## config.mk

```make
export PLATFORM = sky130hd
export DESIGN_NAME = scene_change_score_flat
export DESIGN_NICKNAME = d
export VERILOG_FILES = /design/src/hw/rtl/scs_pkg.sv /design/src/hw/rtl/scs_sample_if.sv /design/src/hw/rtl/scs_result_if.sv /design/src/hw/rtl/scene_change_score.sv /design/src/hw/rtl/scs_front.sv /design/src/hw/rtl/scs_queue.sv /design/src/hw/rtl/scs_back.sv /design/src/flat_wrapper.sv
export SDC_FILE = /design/constraint.sdc
export NUM_CORES = 2
export LEC_CHECK = 0
export BUFFER_PORTS_ARGS = -buffer_cell sky130_fd_sc_hd__buf_2
export CAP_MARGIN = 10
export CORE_UTILIZATION = 60
export DETAILED_ROUTE_END_ITERATION = 10
export HOLD_SLACK_MARGIN = 0.05
export PLACE_DENSITY = 0.76
export RECOVER_POWER = 25
export SYNTH_ARGS = -nofsm -noshare
export SYNTH_HDL_FRONTEND = slang
export SYNTH_SLANG_ARGS = --single-unit
```

## constraint.sdc

```tcl
create_clock -name clk -period 9.6 [get_ports clk]
set_clock_uncertainty 0.05 [all_clocks]
set_input_delay 1.92 -clock clk [delete_from_list [all_inputs] [get_ports clk]]
set_output_delay 1.92 -clock clk [all_outputs]
set_load 0.03 [all_outputs]
```

## src/hw/rtl/scs_pkg.sv

```systemverilog
// ----------------------------------------------------------------------------
// scs_pkg
// Shared types and constants of the scene change scorer.
// ----------------------------------------------------------------------------
package scs_pkg;

    localparam int SAMPLE_W    = 16;
    localparam int SAD_W       = 43;
    localparam int SCORE_W     = 23;
    localparam int CNT_CFG_W   = 28;
    localparam int BITS_CFG_W  = 5;
    localparam int CFG_IDX_W   = 2;
    localparam int CFG_DATA_W  = 28;
    localparam int QUEUE_DEPTH = 2;
    localparam int QPTR_W      = $clog2(QUEUE_DEPTH);
    localparam int QCNT_W      = $clog2(QUEUE_DEPTH + 1);

    localparam logic [SAD_W-1:0] SAD_MAX = {SAD_W{1'b1}};

    localparam logic [BITS_CFG_W-1:0] MIN_BITS = 5'd8;
    localparam logic [BITS_CFG_W-1:0] MAX_BITS = 5'd16;

    localparam logic [CFG_IDX_W-1:0] REG_THRESHOLD    = 2'd0;
    localparam logic [CFG_IDX_W-1:0] REG_PASS_CHANGES = 2'd1;
    localparam logic [CFG_IDX_W-1:0] REG_SAMPLE_COUNT = 2'd2;
    localparam logic [CFG_IDX_W-1:0] REG_SAMPLE_BITS  = 2'd3;

    localparam logic [SCORE_W-1:0]    THRESHOLD_RST    = 23'd655360;
    localparam logic                  PASS_CHANGES_RST = 1'b0;
    localparam logic [CNT_CFG_W-1:0]  SAMPLE_COUNT_RST = 28'd2073600;
    localparam logic [BITS_CFG_W-1:0] SAMPLE_BITS_RST  = 5'd8;

    typedef struct packed {
        logic [SAMPLE_W-1:0] prev_sample;
        logic [SAMPLE_W-1:0] cur_sample;
        logic                last_sample;
    } sample_t;

    typedef struct packed {
        logic [SCORE_W-1:0] mean_diff;
        logic [SCORE_W-1:0] score;
        logic               scene_change;
        logic               keep_frame;
    } result_t;

    typedef struct packed {
        logic [SCORE_W-1:0]    threshold;
        logic                  pass_only_changes;
        logic [CNT_CFG_W-1:0]  sample_count;
        logic [BITS_CFG_W-1:0] sample_bits;
    } cfg_t;

    typedef enum logic [2:0] {
        S_IDLE,
        S_SCALE,
        S_CHECK,
        S_DIV,
        S_SCORE,
        S_EMIT
    } back_state_t;

endpackage

```

## src/hw/rtl/scs_sample_if.sv

```systemverilog
// ----------------------------------------------------------------------------
// scs_sample_if
// Valid/ready channel carrying one pair of co-located samples per item.
// ----------------------------------------------------------------------------
interface scs_sample_if;
    import scs_pkg::*;

    logic    valid;
    logic    ready;
    sample_t data;

    modport source (output valid, output data, input ready);
    modport sink   (input valid, input data, output ready);

endinterface

```

## src/hw/rtl/scs_result_if.sv

```systemverilog
// ----------------------------------------------------------------------------
// scs_result_if
// Valid/ready channel carrying one frame score per item.
// ----------------------------------------------------------------------------
interface scs_result_if;
    import scs_pkg::*;

    logic    valid;
    logic    ready;
    result_t data;

    modport source (output valid, output data, input ready);
    modport sink   (input valid, input data, output ready);

endinterface

```

## src/hw/rtl/scene_change_score.sv

```systemverilog
// ----------------------------------------------------------------------------
// scene_change_score
// Scene change detector: per-frame mean absolute difference and score.
// ----------------------------------------------------------------------------
// samples: one item per co-located pair of previous and current frame
// samples, all planes in one stream; last_sample marks the end of a frame.
// Samples are taken one per cycle; ready drops only when two finished
// frame sums are still waiting for the scoring unit.
// results: one item per frame. The scoring unit divides with one quotient
// bit per cycle; the first frame after reset skips the division and
// scores 0. The scoring unit takes the next frame sum only after it has
// handed the last result to the output register; shorter frames back up
// into the two-entry queue. The result sits in an output register, so a
// stalled receiver holds only the scoring unit; sample intake goes on
// until the queue fills.
// Configuration writes are registered; change them only while no frame is
// in flight. Reset clears the sum, the previous frame mean and loads the
// register defaults.
// ----------------------------------------------------------------------------
module scene_change_score #(
    parameter int FRAC_BITS  = 16,
    parameter int COUNT_BITS = 27
) (
    input  logic                           clk,
    input  logic                           rst_n,
    scs_sample_if.sink                     samples,
    scs_result_if.source                   results,
    input  logic                           cfg_we,
    input  logic [scs_pkg::CFG_IDX_W-1:0]  cfg_index,
    input  logic [scs_pkg::CFG_DATA_W-1:0] cfg_data
);
    import scs_pkg::*;

    cfg_t             cfg_reg;
    logic             queue_full;
    logic             push;
    logic [SAD_W-1:0] push_sad;
    logic             pop;
    logic             head_valid;
    logic [SAD_W-1:0] head_sad;

    always_ff @(posedge clk or negedge rst_n)
    begin
        if (!rst_n)
        begin
            cfg_reg.threshold         <= THRESHOLD_RST;
            cfg_reg.pass_only_changes <= PASS_CHANGES_RST;
            cfg_reg.sample_count      <= SAMPLE_COUNT_RST;
            cfg_reg.sample_bits       <= SAMPLE_BITS_RST;
        end
        else if (cfg_we)
        begin
            unique case (cfg_index)
                REG_THRESHOLD:    cfg_reg.threshold         <= cfg_data[SCORE_W-1:0];
                REG_PASS_CHANGES: cfg_reg.pass_only_changes <= cfg_data[0];
                REG_SAMPLE_COUNT: cfg_reg.sample_count      <= cfg_data[CNT_CFG_W-1:0];
                REG_SAMPLE_BITS:  cfg_reg.sample_bits       <= cfg_data[BITS_CFG_W-1:0];
                default:          cfg_reg                   <= cfg_reg;
            endcase
        end
    end

    scs_front u_front (
        .clk        (clk),
        .rst_n      (rst_n),
        .samples    (samples),
        .queue_full (queue_full),
        .push       (push),
        .push_sad   (push_sad)
    );

    scs_queue u_queue (
        .clk        (clk),
        .rst_n      (rst_n),
        .push       (push),
        .push_sad   (push_sad),
        .pop        (pop),
        .full       (queue_full),
        .head_valid (head_valid),
        .head_sad   (head_sad)
    );

    scs_back #(
        .FRAC_BITS  (FRAC_BITS),
        .COUNT_BITS (COUNT_BITS)
    ) u_back (
        .clk        (clk),
        .rst_n      (rst_n),
        .cfg        (cfg_reg),
        .head_valid (head_valid),
        .head_sad   (head_sad),
        .pop        (pop),
        .results    (results)
    );

endmodule

```

## src/hw/rtl/scs_front.sv

```systemverilog
// ----------------------------------------------------------------------------
// scs_front
// Sample intake: saturating sum of absolute differences, one frame total
// pushed to the queue on the last sample.
// ----------------------------------------------------------------------------
module scs_front (
    input  logic                     clk,
    input  logic                     rst_n,
    scs_sample_if.sink               samples,
    input  logic                     queue_full,
    output logic                     push,
    output logic [scs_pkg::SAD_W-1:0] push_sad
);
    import scs_pkg::*;

    logic [SAD_W-1:0]    acc_reg;
    logic [SAD_W-1:0]    acc_next;
    logic [SAMPLE_W-1:0] abs_diff;
    logic [SAD_W:0]      sum;
    logic [SAD_W-1:0]    sum_sat;
    logic                take;

    assign samples.ready = !queue_full;
    assign take          = samples.valid && samples.ready;

    always_comb
    begin
        if (samples.data.prev_sample >= samples.data.cur_sample)
        begin
            abs_diff = samples.data.prev_sample - samples.data.cur_sample;
        end
        else
        begin
            abs_diff = samples.data.cur_sample - samples.data.prev_sample;
        end
        sum     = {1'b0, acc_reg} + (SAD_W + 1)'(abs_diff);
        sum_sat = sum[SAD_W] ? SAD_MAX : sum[SAD_W-1:0];
    end

    always_comb
    begin
        acc_next = acc_reg;
        if (take)
        begin
            acc_next = samples.data.last_sample ? '0 : sum_sat;
        end
    end

    assign push     = take && samples.data.last_sample;
    assign push_sad = sum_sat;

    always_ff @(posedge clk or negedge rst_n)
    begin
        if (!rst_n)
        begin
            acc_reg <= '0;
        end
        else
        begin
            acc_reg <= acc_next;
        end
    end

endmodule

```

## src/hw/rtl/scs_queue.sv

```systemverilog
// ----------------------------------------------------------------------------
// scs_queue
// Short queue of frame sums between sample intake and the scoring unit.
// ----------------------------------------------------------------------------
module scs_queue (
    input  logic                      clk,
    input  logic                      rst_n,
    input  logic                      push,
    input  logic [scs_pkg::SAD_W-1:0] push_sad,
    input  logic                      pop,
    output logic                      full,
    output logic                      head_valid,
    output logic [scs_pkg::SAD_W-1:0] head_sad
);
    import scs_pkg::*;

    logic [SAD_W-1:0]  mem [QUEUE_DEPTH];
    logic [QPTR_W-1:0] wr_ptr_reg;
    logic [QPTR_W-1:0] rd_ptr_reg;
    logic [QCNT_W-1:0] count_reg;
    logic              do_push;
    logic              do_pop;

    assign full       = count_reg == QCNT_W'(QUEUE_DEPTH);
    assign head_valid = count_reg != '0;
    assign head_sad   = mem[rd_ptr_reg];
    assign do_push    = push && !full;
    assign do_pop     = pop && head_valid;

    always_ff @(posedge clk)
    begin
        if (do_push)
        begin
            mem[wr_ptr_reg] <= push_sad;
        end
    end

    always_ff @(posedge clk or negedge rst_n)
    begin
        if (!rst_n)
        begin
            wr_ptr_reg <= '0;
            rd_ptr_reg <= '0;
            count_reg  <= '0;
        end
        else
        begin
            if (do_push)
            begin
                wr_ptr_reg <= wr_ptr_reg + QPTR_W'(1);
            end
            if (do_pop)
            begin
                rd_ptr_reg <= rd_ptr_reg + QPTR_W'(1);
            end
            if (do_push && !do_pop)
            begin
                count_reg <= count_reg + QCNT_W'(1);
            end
            else if (do_pop && !do_push)
            begin
                count_reg <= count_reg - QCNT_W'(1);
            end
        end
    end

endmodule

```

## src/hw/rtl/scs_back.sv

```systemverilog
// ----------------------------------------------------------------------------
// scs_back
// Frame scoring: mean absolute frame difference by restoring division,
// score against the previous frame, threshold and output register.
// ----------------------------------------------------------------------------
module scs_back #(
    parameter int FRAC_BITS  = 16,
    parameter int COUNT_BITS = 27
) (
    input  logic                      clk,
    input  logic                      rst_n,
    input  scs_pkg::cfg_t             cfg,
    input  logic                      head_valid,
    input  logic [scs_pkg::SAD_W-1:0] head_sad,
    output logic                      pop,
    scs_result_if.source              results
);
    import scs_pkg::*;

    localparam int NUM_W  = SAD_W + 7;
    localparam int CNT_W  = COUNT_BITS + 1;
    localparam int CMPC_W = ((COUNT_BITS > CNT_CFG_W) ? COUNT_BITS : CNT_CFG_W) + 1;
    localparam int DEN_W  = CNT_W + SAMPLE_W;
    localparam int CMP_W  = (NUM_W > DEN_W + 7) ? NUM_W : DEN_W + 7;
    localparam int Q_W    = 7 + FRAC_BITS;
    localparam int MW     = (Q_W > SCORE_W) ? Q_W : SCORE_W;
    localparam int STEP_W = $clog2(Q_W + 1);

    localparam logic [Q_W-1:0] HUNDRED_Q = Q_W'(100 << FRAC_BITS);

    back_state_t          state_reg;
    back_state_t          state_next;
    logic [SAD_W-1:0]     sad_reg;
    logic [DEN_W-1:0]     den_reg;
    logic [CMP_W-1:0]     num_reg;
    logic [CMP_W-1:0]     den100_reg;
    logic [CMP_W-1:0]     dsh_reg;
    logic [CMP_W-1:0]     rem_reg;
    logic [Q_W-1:0]       q_reg;
    logic [STEP_W-1:0]    step_reg;
    logic [SCORE_W-1:0]   prev_md_reg;
    logic                 have_prev_reg;
    result_t              res_reg;
    result_t              out_reg;
    logic                 out_valid_reg;

    logic [CMPC_W-1:0]     cnt_wide;
    logic [CMPC_W-1:0]     cnt_limit;
    logic [CMPC_W-1:0]     cnt_clamp;
    logic [BITS_CFG_W-1:0] shamt;
    logic [DEN_W-1:0]      den;
    logic                  saturate;
    logic [CMP_W:0]        rem_sh;
    logic [CMP_W:0]        dsh_ext;
    logic                  q_bit;
    logic [MW-1:0]         mafd_ext;
    logic [MW-1:0]         prev_ext;
    logic [MW-1:0]         diff;
    logic [MW-1:0]         score_raw;
    logic [MW-1:0]         score_clip;
    logic                  change;
    logic                  div_done;
    logic                  ld_out;

    // frame size clamp and denominator
    always_comb
    begin
        cnt_wide  = CMPC_W'(cfg.sample_count);
        cnt_limit = CMPC_W'(1) << COUNT_BITS;
        if (cnt_wide == '0)
        begin
            cnt_clamp = CMPC_W'(1);
        end
        else if (cnt_wide > cnt_limit)
        begin
            cnt_clamp = cnt_limit;
        end
        else
        begin
            cnt_clamp = cnt_wide;
        end
        if (cfg.sample_bits < MIN_BITS)
        begin
            shamt = MIN_BITS;
        end
        else if (cfg.sample_bits > MAX_BITS)
        begin
            shamt = MAX_BITS;
        end
        else
        begin
            shamt = cfg.sample_bits;
        end
        den = DEN_W'(cnt_clamp[CNT_W-1:0]) << shamt;
    end

    // one quotient bit per cycle
    always_comb
    begin
        saturate = num_reg >= den100_reg;
        rem_sh   = {rem_reg, 1'b0};
        dsh_ext  = {1'b0, dsh_reg};
        q_bit    = rem_sh >= dsh_ext;
        div_done = step_reg == STEP_W'(1);
    end

    // score against previous frame
    always_comb
    begin
        mafd_ext = MW'(q_reg);
        prev_ext = MW'(prev_md_reg);
        if (mafd_ext >= prev_ext)
        begin
            diff = mafd_ext - prev_ext;
        end
        else
        begin
            diff = prev_ext - mafd_ext;
        end
        score_raw  = (mafd_ext < diff) ? mafd_ext : diff;
        score_clip = (score_raw > MW'(HUNDRED_Q)) ? MW'(HUNDRED_Q) : score_raw;
        change     = score_clip >= MW'(cfg.threshold);
    end

    // next state
    always_comb
    begin
        state_next = state_reg;
        unique case (state_reg)
            S_IDLE:
            begin
                if (head_valid)
                begin
                    state_next = have_prev_reg ? S_SCALE : S_SCORE;
                end
            end
            S_SCALE:
            begin
                state_next = S_CHECK;
            end
            S_CHECK:
            begin
                state_next = saturate ? S_SCORE : S_DIV;
            end
            S_DIV:
            begin
                if (div_done)
                begin
                    state_next = S_SCORE;
                end
            end
            S_SCORE:
            begin
                state_next = S_EMIT;
            end
            S_EMIT:
            begin
                if (!out_valid_reg || results.ready)
                begin
                    state_next = S_IDLE;
                end
            end
            default:
            begin
                state_next = S_IDLE;
            end
        endcase
    end

    // state outputs
    always_comb
    begin
        pop    = 1'b0;
        ld_out = 1'b0;
        unique case (state_reg)
            S_IDLE:  pop    = head_valid;
            S_EMIT:  ld_out = !out_valid_reg || results.ready;
            default:
            begin
                pop    = 1'b0;
                ld_out = 1'b0;
            end
        endcase
    end

    always_ff @(posedge clk)
    begin
        unique case (state_reg)
            S_IDLE:
            begin
                sad_reg <= head_sad;
                den_reg <= den;
            end
            S_SCALE:
            begin
                num_reg    <= (CMP_W'(sad_reg) << 6) + (CMP_W'(sad_reg) << 5)
                            + (CMP_W'(sad_reg) << 2);
                den100_reg <= (CMP_W'(den_reg) << 6) + (CMP_W'(den_reg) << 5)
                            + (CMP_W'(den_reg) << 2);
                dsh_reg    <= CMP_W'(den_reg) << 7;
            end
            S_CHECK:
            begin
                rem_reg  <= num_reg;
                step_reg <= STEP_W'(Q_W);
                q_reg    <= saturate ? HUNDRED_Q : '0;
            end
            S_DIV:
            begin
                rem_reg  <= q_bit ? CMP_W'(rem_sh - dsh_ext) : rem_sh[CMP_W-1:0];
                q_reg    <= {q_reg[Q_W-2:0], q_bit};
                step_reg <= step_reg - STEP_W'(1);
            end
            S_SCORE:
            begin
                if (have_prev_reg)
                begin
                    res_reg.mean_diff    <= mafd_ext[SCORE_W-1:0];
                    res_reg.score        <= score_clip[SCORE_W-1:0];
                    res_reg.scene_change <= change;
                    res_reg.keep_frame   <= cfg.pass_only_changes ? change : 1'b1;
                end
                else
                begin
                    res_reg.mean_diff    <= prev_md_reg;
                    res_reg.score        <= '0;
                    res_reg.scene_change <= cfg.threshold == '0;
                    res_reg.keep_frame   <= cfg.pass_only_changes ?
                                            (cfg.threshold == '0) : 1'b1;
                end
            end
            S_EMIT:
            begin
                if (ld_out)
                begin
                    out_reg <= res_reg;
                end
            end
            default:
            begin
                sad_reg <= sad_reg;
            end
        endcase
    end

    always_ff @(posedge clk or negedge rst_n)
    begin
        if (!rst_n)
        begin
            state_reg     <= S_IDLE;
            prev_md_reg   <= '0;
            have_prev_reg <= 1'b0;
            out_valid_reg <= 1'b0;
        end
        else
        begin
            state_reg <= state_next;
            if (state_reg == S_SCORE)
            begin
                if (have_prev_reg)
                begin
                    prev_md_reg <= mafd_ext[SCORE_W-1:0];
                end
                have_prev_reg <= 1'b1;
            end
            if (ld_out)
            begin
                out_valid_reg <= 1'b1;
            end
            else if (results.ready)
            begin
                out_valid_reg <= 1'b0;
            end
        end
    end

    assign results.valid = out_valid_reg;
    assign results.data  = out_reg;

endmodule
```

## src/flat_wrapper.sv

```systemverilog
// flat-port wrapper written by rule: the top's interface ports become plain ports
module scene_change_score_flat import scs_pkg::*;
#(
    parameter int FRAC_BITS  = 16,
    parameter int COUNT_BITS = 27
)
  (clk, rst_n, cfg_we, cfg_index, cfg_data, samples_valid, samples_data, samples_ready, results_valid, results_data, results_ready);
  scs_sample_if samples_i ();
  scs_result_if results_i ();
  input  logic clk;
  input  logic rst_n;
  input  logic cfg_we;
  input  logic [scs_pkg::CFG_IDX_W-1:0] cfg_index;
  input  logic [scs_pkg::CFG_DATA_W-1:0] cfg_data;
  input wire logic [$bits(samples_i.valid)-1:0] samples_valid;
  input wire logic [$bits(samples_i.data)-1:0] samples_data;
  output wire logic [$bits(samples_i.ready)-1:0] samples_ready;
  output wire logic [$bits(results_i.valid)-1:0] results_valid;
  output wire logic [$bits(results_i.data)-1:0] results_data;
  input wire logic [$bits(results_i.ready)-1:0] results_ready;
  assign samples_i.valid = samples_valid;
  assign samples_i.data = samples_data;
  assign samples_ready = samples_i.ready;
  assign results_valid = results_i.valid;
  assign results_data = results_i.data;
  assign results_i.ready = results_ready;
  scene_change_score #(.FRAC_BITS(FRAC_BITS), .COUNT_BITS(COUNT_BITS)) u_core (.clk(clk), .rst_n(rst_n), .samples(samples_i), .results(results_i), .cfg_we(cfg_we), .cfg_index(cfg_index), .cfg_data(cfg_data));
endmodule
```

; Word-level counts from Yosys, hierarchy flattened
; Memory sizes are Yosys's and may differ from the RTL's. A register that Yosys moved wholly into a read port is not among the register bits.
; Index checks and enable logic that the tools add are counted.
[word_totals]
memories = 1
mem_bits_rw = 86
inputBits = 68
register_bits = 497
out_inout_bits = 50
word_cells = 125
[mem_list]
columns = name, words, width, rd, rd_ports_with_merged_regs, wr, line
row1 = u_core.u_queue.mem, 2, 43, 1, 1, 1, scs_queue.sv:17  ; logic [SAD_W-1:0] mem [QUEUE_DEPTH];
[op_classes]
shifts = 1
eq_ne = 13
n_lt_le_gt_ge = 10
n_reduce_logical = 26
add_sub_neg = 15
muxes = 32
[op_table]
columns = operator, count
row1 = 51-bit one-hot mux with 2 select lines, 1
row2 = 23-bit two-way mux, 4
row3 = 43-bit two-way mux, 2
row4 = 28-bit two-way mux, 2
row5 = 52-bit by 51-bit >= comparator with 1-bit output, 1
row6 = 50-bit by 45-bit adder with 51-bit output, 1
row7 = 50-bit by 49-bit adder with 51-bit output, 1
row8 = 51-bit by 46-bit adder with 51-bit output, 1
row9 = 51-bit >= comparator, 1
row10 = 51-bit two-way mux, 1
row11 = 51-bit subtractor, 1
row12 = 49-bit by 48-bit adder with 50-bit output, 1
row13 = 48-bit two-way mux, 1
row14 = 23-bit >= comparator, 2
row15 = 23-bit one-hot mux with 2 select lines, 1
row16 = 23-bit subtractor, 2
row17 = 43-bit by 16-bit adder with 44-bit output, 1
row18 = 28-bit by 5-bit << shifter with 44-bit output, 1
row19 = 16-bit subtractor, 2
row20 = 28-bit greater-than comparator (second input constant), 1
row21 = 28-bit zero test, 1
row22 = 23-bit greater-than comparator (second input constant), 1
row23 = 23-bit zero test, 1
row24 = 23-bit < comparator, 1
row25 = other kinds (29), 65

; Longest topological paths before layout
[depth]
word_depth = 9
depth_mapped = 38
ltp_nobuf = 35

; Cells and area by module
; Synthesis repeated with hierarchy kept, for this count alone.
[hier_totals]
cells_unflattened = 3837
area_unflattened_um2 = 40603.9
[by_module_without_submodules]
columns = module, cells_per_inst, seq_area_each_um2, n_inst, area_per_inst_um2
row1 = scs_back, 2895, 12652.1, 1, 29643.4
row2 = scs_front, 666, 1076.0, 1, 5186.2
row3 = scs_queue, 153, 2682.6, 1, 3504.6
row4 = scene_change_score, 123, 1440.1, 1, 2269.7

; Worst setup path before layout
; Ideal clock, no wire load.
[synth_path]
kind = reg2reg
start = reg u_core.u_back.state_reg[0]
end = reg u_core.u_queue.count_reg[1]
synth_period_minus_slack_ns = 8.823
t_required_ns = 9.471
path_stages_with_launch = 7
path_buffers = 1
arrival_ns = 8.694
setup_slack_ns = 0.777
setup_time_ns = 0.079
cell_sequence = dfrtp_1 > clkbuf_1 > nor3_1 > o21ai_0 > ha_1 > nor2_1 > xor2_1
[synth_between]
elab_chain_cells = 6
elab_cells_between_ends = 8
cone_classes = mux: 2 / reduce/logical: 6
[synth_rtl]
columns = item, line
row1 = start: declaration, scs_back.sv:31  ; back_state_t state_reg;
row2 = start signal: assignment, scs_back.sv:257  ; state_reg <= state_next;
row3 = 3-bit zero test (*), scs_back.sv:175  ; unique case (state_reg)
row4 = 1-bit two-way mux (*), scs_back.sv:175
row5 = 1-bit logical AND (*), scs_queue.sv:28  ; assign do_pop = pop && head_valid;
row6 = 1-bit zero test, scs_queue.sv:56  ; if (do_push && !do_pop)
row7 = 1-bit logical AND, scs_queue.sv:56
row8 = 2-bit two-way mux or 2-bit nonzero test (tied branches), -
row9 = end signal: assignment, scs_queue.sv:58  ; count_reg <= count_reg + QCNT_W'(1);
row10 = end signal: assignment, scs_queue.sv:62  ; count_reg <= count_reg - QCNT_W'(1);
row11 = end: declaration, scs_queue.sv:20  ; logic [QCNT_W-1:0] count_reg;
; Mark *: on every way between the ends. The rest lies on a longest branch, timed or not.
; A chain may end at the register's enable or synchronous reset.

; Worst setup path in the final report
[layout_path]
start = reg u_core.u_back.q_reg[18] (netlist: u_core.u_back.mafd_ext[18])
end = reg u_core.u_back.res_reg[0] (netlist name), data pin
[layout_between]
elab_chain_cells = 9
elab_cells_between_ends = 11
cone_classes = add/sub: 2 / order compare: 4 / mux: 5
[layout_rtl]
columns = item, line
row1 = start: declaration, scs_back.sv:39  ; logic [Q_W-1:0] q_reg;
row2 = start signal: assignment, scs_back.sv:206  ; q_reg <= saturate ? HUNDRED_Q : '0;
row3 = start signal: assignment, scs_back.sv:211  ; q_reg <= {q_reg[Q_W-2:0], q_bit};
row4 = "23-bit subtractor, or another cell as far along", scs_back.sv:118  ; diff = prev_ext - mafd_ext;
row5 = 23-bit two-way mux, scs_back.sv:112  ; if (mafd_ext >= prev_ext)
row6 = 23-bit < comparator, scs_back.sv:120  ; score_raw = (mafd_ext < diff) ? mafd_ext : diff;
row7 = 23-bit two-way mux (*), scs_back.sv:120
row8 = 23-bit greater-than comparator, scs_back.sv:121  ; score_clip = (score_raw > MW'(HUNDRED_Q)) ? MW'(HUNDRED_Q) : score_raw;
row9 = 23-bit two-way mux (*), scs_back.sv:121
row10 = named net u_core.u_back.score_clip[1], scs_back.sv:60  ; logic [MW-1:0] score_clip;
row11 = 23-bit >= comparator (*), scs_back.sv:122  ; change = score_clip >= MW'(cfg.threshold);
row12 = 1-bit two-way mux (*), scs_back.sv:221  ; res_reg.keep_frame <= cfg.pass_only_changes ? change : 1'b1;
row13 = 48-bit two-way mux (*), scs_back.sv:216  ; if (have_prev_reg)
row14 = end: declaration, scs_back.sv:43  ; result_t res_reg;
; The timed path passes the listed nets; every way through them passes the cells marked *.

==> flow_summary.yaml <==
clock_tree:
  clock_latency_ns: 0.65
  cts.root.buffer_cell: "sky130_fd_sc_hd__clkbuf_16"
  post_cts_hold_buffer_count: 0
  tritoncts.num_buffers: 61
  clockBufferDepth: 3
  cts_tree: "yes"
  htreeDepth: 2
  clkTransAtPathRegs_ns: 0.07
  count_of_cells_resized_by_post_cts_repair: 0
  postCtsSetupRepairBufs: 0
  tritoncts_num_sinks: 616
detailed_routing:
  drt_iter0_drc: 2187
  detailroute.via_count: 28800
  wirelength_mm: 93.2
  detail_route.first_pass.iterations: 5
  drt_drc_violations_left: 0
  route.detailed.vias_per_inst: 6.08
  routed_wire_length_per_instance_um: 19.6
  ant_nets: 0
timing:
  final_min_period_over_clock_period_pct: 89.0
  setup-tns-final_ns: 0
  relative_slew_slack_pct: -221
  post-route-min-period_ns: 8.54
  grt_setup_unrepaired: "false"
  worst_slew_pin_slew_ns: 4.82
  clock.fmax_mhz: 117
  finalSetupViolations: 0
  hold_violations: 0
  slew_viol_final: 206
setup_path:
  cp_data_arrival_time_ns: 8.89
  worst-r2r-cell-count: 35
  cp.required_ns: 9.95
  worst_path_largest_cell_delay_ns: 0.48
  worstPathBufferInverterCount: 2
  cpLargestDelayFamily: "compound AO/OA/AOI/OAI gates"
  timing.critical_path.to_type: "register"
  reg2reg_slack_ns: 1.06
  crit-reg2reg-capture: "u_core.u_back.res_reg[0]$_DFFE_PN_"
  crit_path_max_delay_cell_type: "sky130_fd_sc_hd__or2_1"
  rr_startpoint: "u_core.u_back.mafd_ext[18]$_DFFE_PP_"
  max_fo_critical_path: 18
  worst-setup-path-type: "reg2reg"
  worst_setup_path_start_kind: "register"
logic_synthesis:
  sequential_share_of_the_synthesized_area_pct: 44.9
  synth_top_flop_cell: "sky130_fd_sc_hd__edfxtp_1"
  synth_warnings: 0
  synth.avg_cell_area_um2: 10.6
  synthDominantAreaCellType: "sky130_fd_sc_hd__edfxtp_1"
  yosys.cell_count.top_type: "sky130_fd_sc_hd__edfxtp_1"
  synth_async_sr_flop_share_pct: 21.4
  synth.cells.most_frequent: "sky130_fd_sc_hd__edfxtp_1 (484), sky130_fd_sc_hd__ha_1 (329), sky130_fd_sc_hd__nand2_1 (313)"
  syn_area_um2: 39800
  post_synth_inst_count: 3758
  netlist.area_leader.share_pct: 36.6
  synth.ff_latch_count: 616
  edff_count_synth: 484
  synth.top_cells.by_area: "sky130_fd_sc_hd__edfxtp_1 (37%), sky130_fd_sc_hd__ha_1 (10%), sky130_fd_sc_hd__dfrtp_1 (7.6%)"
  yosysUniqueCellTypes: 101
grt:
  global_route.usage.total_pct: 27.6
  grt_max_degree: 87
  number_of_global_route_vias_before_repair: 27700
  first_pass_grt_wire_length_mm: 148
  overflow: 0
  grt_antenna_before_repair: 2
worst_hold_path:
  timing.hold.worst.class: "reg2reg"
  worstHoldStart: "u_core.u_back.res_reg[4]$_SDFFCE_PN0N_"
  timing.hold.worst_endpoint: "u_core.u_back.results.data[4]$_DFFE_PP_"
  hold-path-cell-count: 0
finish:
  num_antenna_cells: 0
  synthToLayoutAreaGrowth_pct: 8.56
  largest_reg_flops: 86
  drive_above_1_share_pct: 10.2
  fin_nets: 4315
floorplan:
  floorplan.die_area_um2: 67300
  start_util_pct: 60.6
  num_io_pins: 118
  num_rows: 94
  chipWidth_um: 259
  die_h_um: 259
  core_region_area_um2: 65600
status:
  violations: "max-capacitance violations, max-slew violations"
  run_status: "complete, but fails checks"
placed_design:
  port-buffer-count: 117
  place_congestion: 0.968
  hpwl_mm: 69.9
flow_run:
  maxCapViolations: 4
==> how the worst max path moves through the flow <==
stage / from / to / slack [ns] / cells after the start
final: u_core.u_back.mafd_ext[18]$_DFFE_PP_ / u_core.u_back.res_reg[0]$_DFFE_PN_ / 1.06 / 35
after CTS: u_core.u_back.mafd_ext[18]$_DFFE_PP_ / u_core.u_back.res_reg[0]$_DFFE_PN_ / 1.14 / 35
after floorplan: u_core.u_back.state_reg[0]$_DFFE_PN0P_ / u_core.u_queue.count_reg[1]$_DFFE_PN0P_ / 0.78 / 6
after global placement: u_core.u_back.mafd_ext[18]$_DFFE_PP_ / u_core.u_back.res_reg[0]$_DFFE_PN_ / 1.44 / 35
after detailed placement: u_core.u_back.mafd_ext[18]$_DFFE_PP_ / u_core.u_back.res_reg[0]$_DFFE_PN_ / 1.19 / 35
after global routing: u_core.u_back.mafd_ext[1]$_SDFFCE_PP0P_ / u_core.u_back.res_reg[0]$_DFFE_PN_ / 0.28 / 35
==> layout by cell type (no fill, tap or decap), types with 36 or more instances in the layout <==
cell type                   count
sky130_fd_sc_hd__nand4_1       40
sky130_fd_sc_hd__o21ai_0      251
sky130_fd_sc_hd__nand3_1       61
sky130_fd_sc_hd__a31oi_1       45
sky130_fd_sc_hd__xor2_1        73
sky130_fd_sc_hd__mux2i_1       56
sky130_fd_sc_hd__inv_1        262
sky130_fd_sc_hd__ha_1         329
sky130_fd_sc_hd__nand2_1      312
sky130_fd_sc_hd__buf_2        116
sky130_fd_sc_hd__nor3_1        57
sky130_fd_sc_hd__o21a_1        36
sky130_fd_sc_hd__mux2_2        77
sky130_fd_sc_hd__a21oi_1      275
sky130_fd_sc_hd__fa_1          87
sky130_fd_sc_hd__xnor2_1      116
sky130_fd_sc_hd__a21o_1       149
sky130_fd_sc_hd__edfxtp_1     484
sky130_fd_sc_hd__and3_1        38
sky130_fd_sc_hd__dfrtp_1      121
sky130_fd_sc_hd__nor2_1       270
sky130_fd_sc_hd__clkbuf_16     61
sky130_fd_sc_hd__nor2b_1       38
==> cell families after synthesis <==
logic type      share of synthesized area, %
compound gates                          16.8
simple gates                            11.3
flops                                   44.9
fa+ha+maj                               14.7
buf+inv                                 4.10
xor+xnor                                4.16
mux                                     4.03
other cells                          0.00943
==> metrics by stage <==
step           cell area (µm²)  cells  hold WS, ns  worst slack, ns  utilization (%)
5_1_grt                  43200   4748        0.370            0.283             65.8
3_5_place_dp             41100   4631        0.355             1.19             62.6
6_report                 43200   4748        0.364             1.06             65.8
3_3_place_gp             41100   4631        0.351             1.44             62.6
2_1_floorplan            39800   3765        0.350            0.777                -
4_1_cts                  43200   4747        0.366             1.14             65.8
==> per-layer routing <==
layer / GRT usage [%] / vias to the layer above / share of wire, %
met1: 39.2 / 14000 / 45
met5: 0 / - / 0.018
met4: 8.68 / 2 / 3.1
met3: 3.53 / 147 / 5.3
li1: - / 13900 / -
met2: 44.2 / 860 / 46
==> area by class of cell <==
cell class,count,area (µm²)
clock inverters,36,454
repair buffers,141,753
fillers,5093,22500
flip-flops and latches,616,17900
multi-input cells,2747,20300
clock buffers,80,1680
inverters,264,993
well taps,864,1080
Power is not shown: default switching activity piles up to over one toggle a cycle in this logic, so the estimate is an artifact.
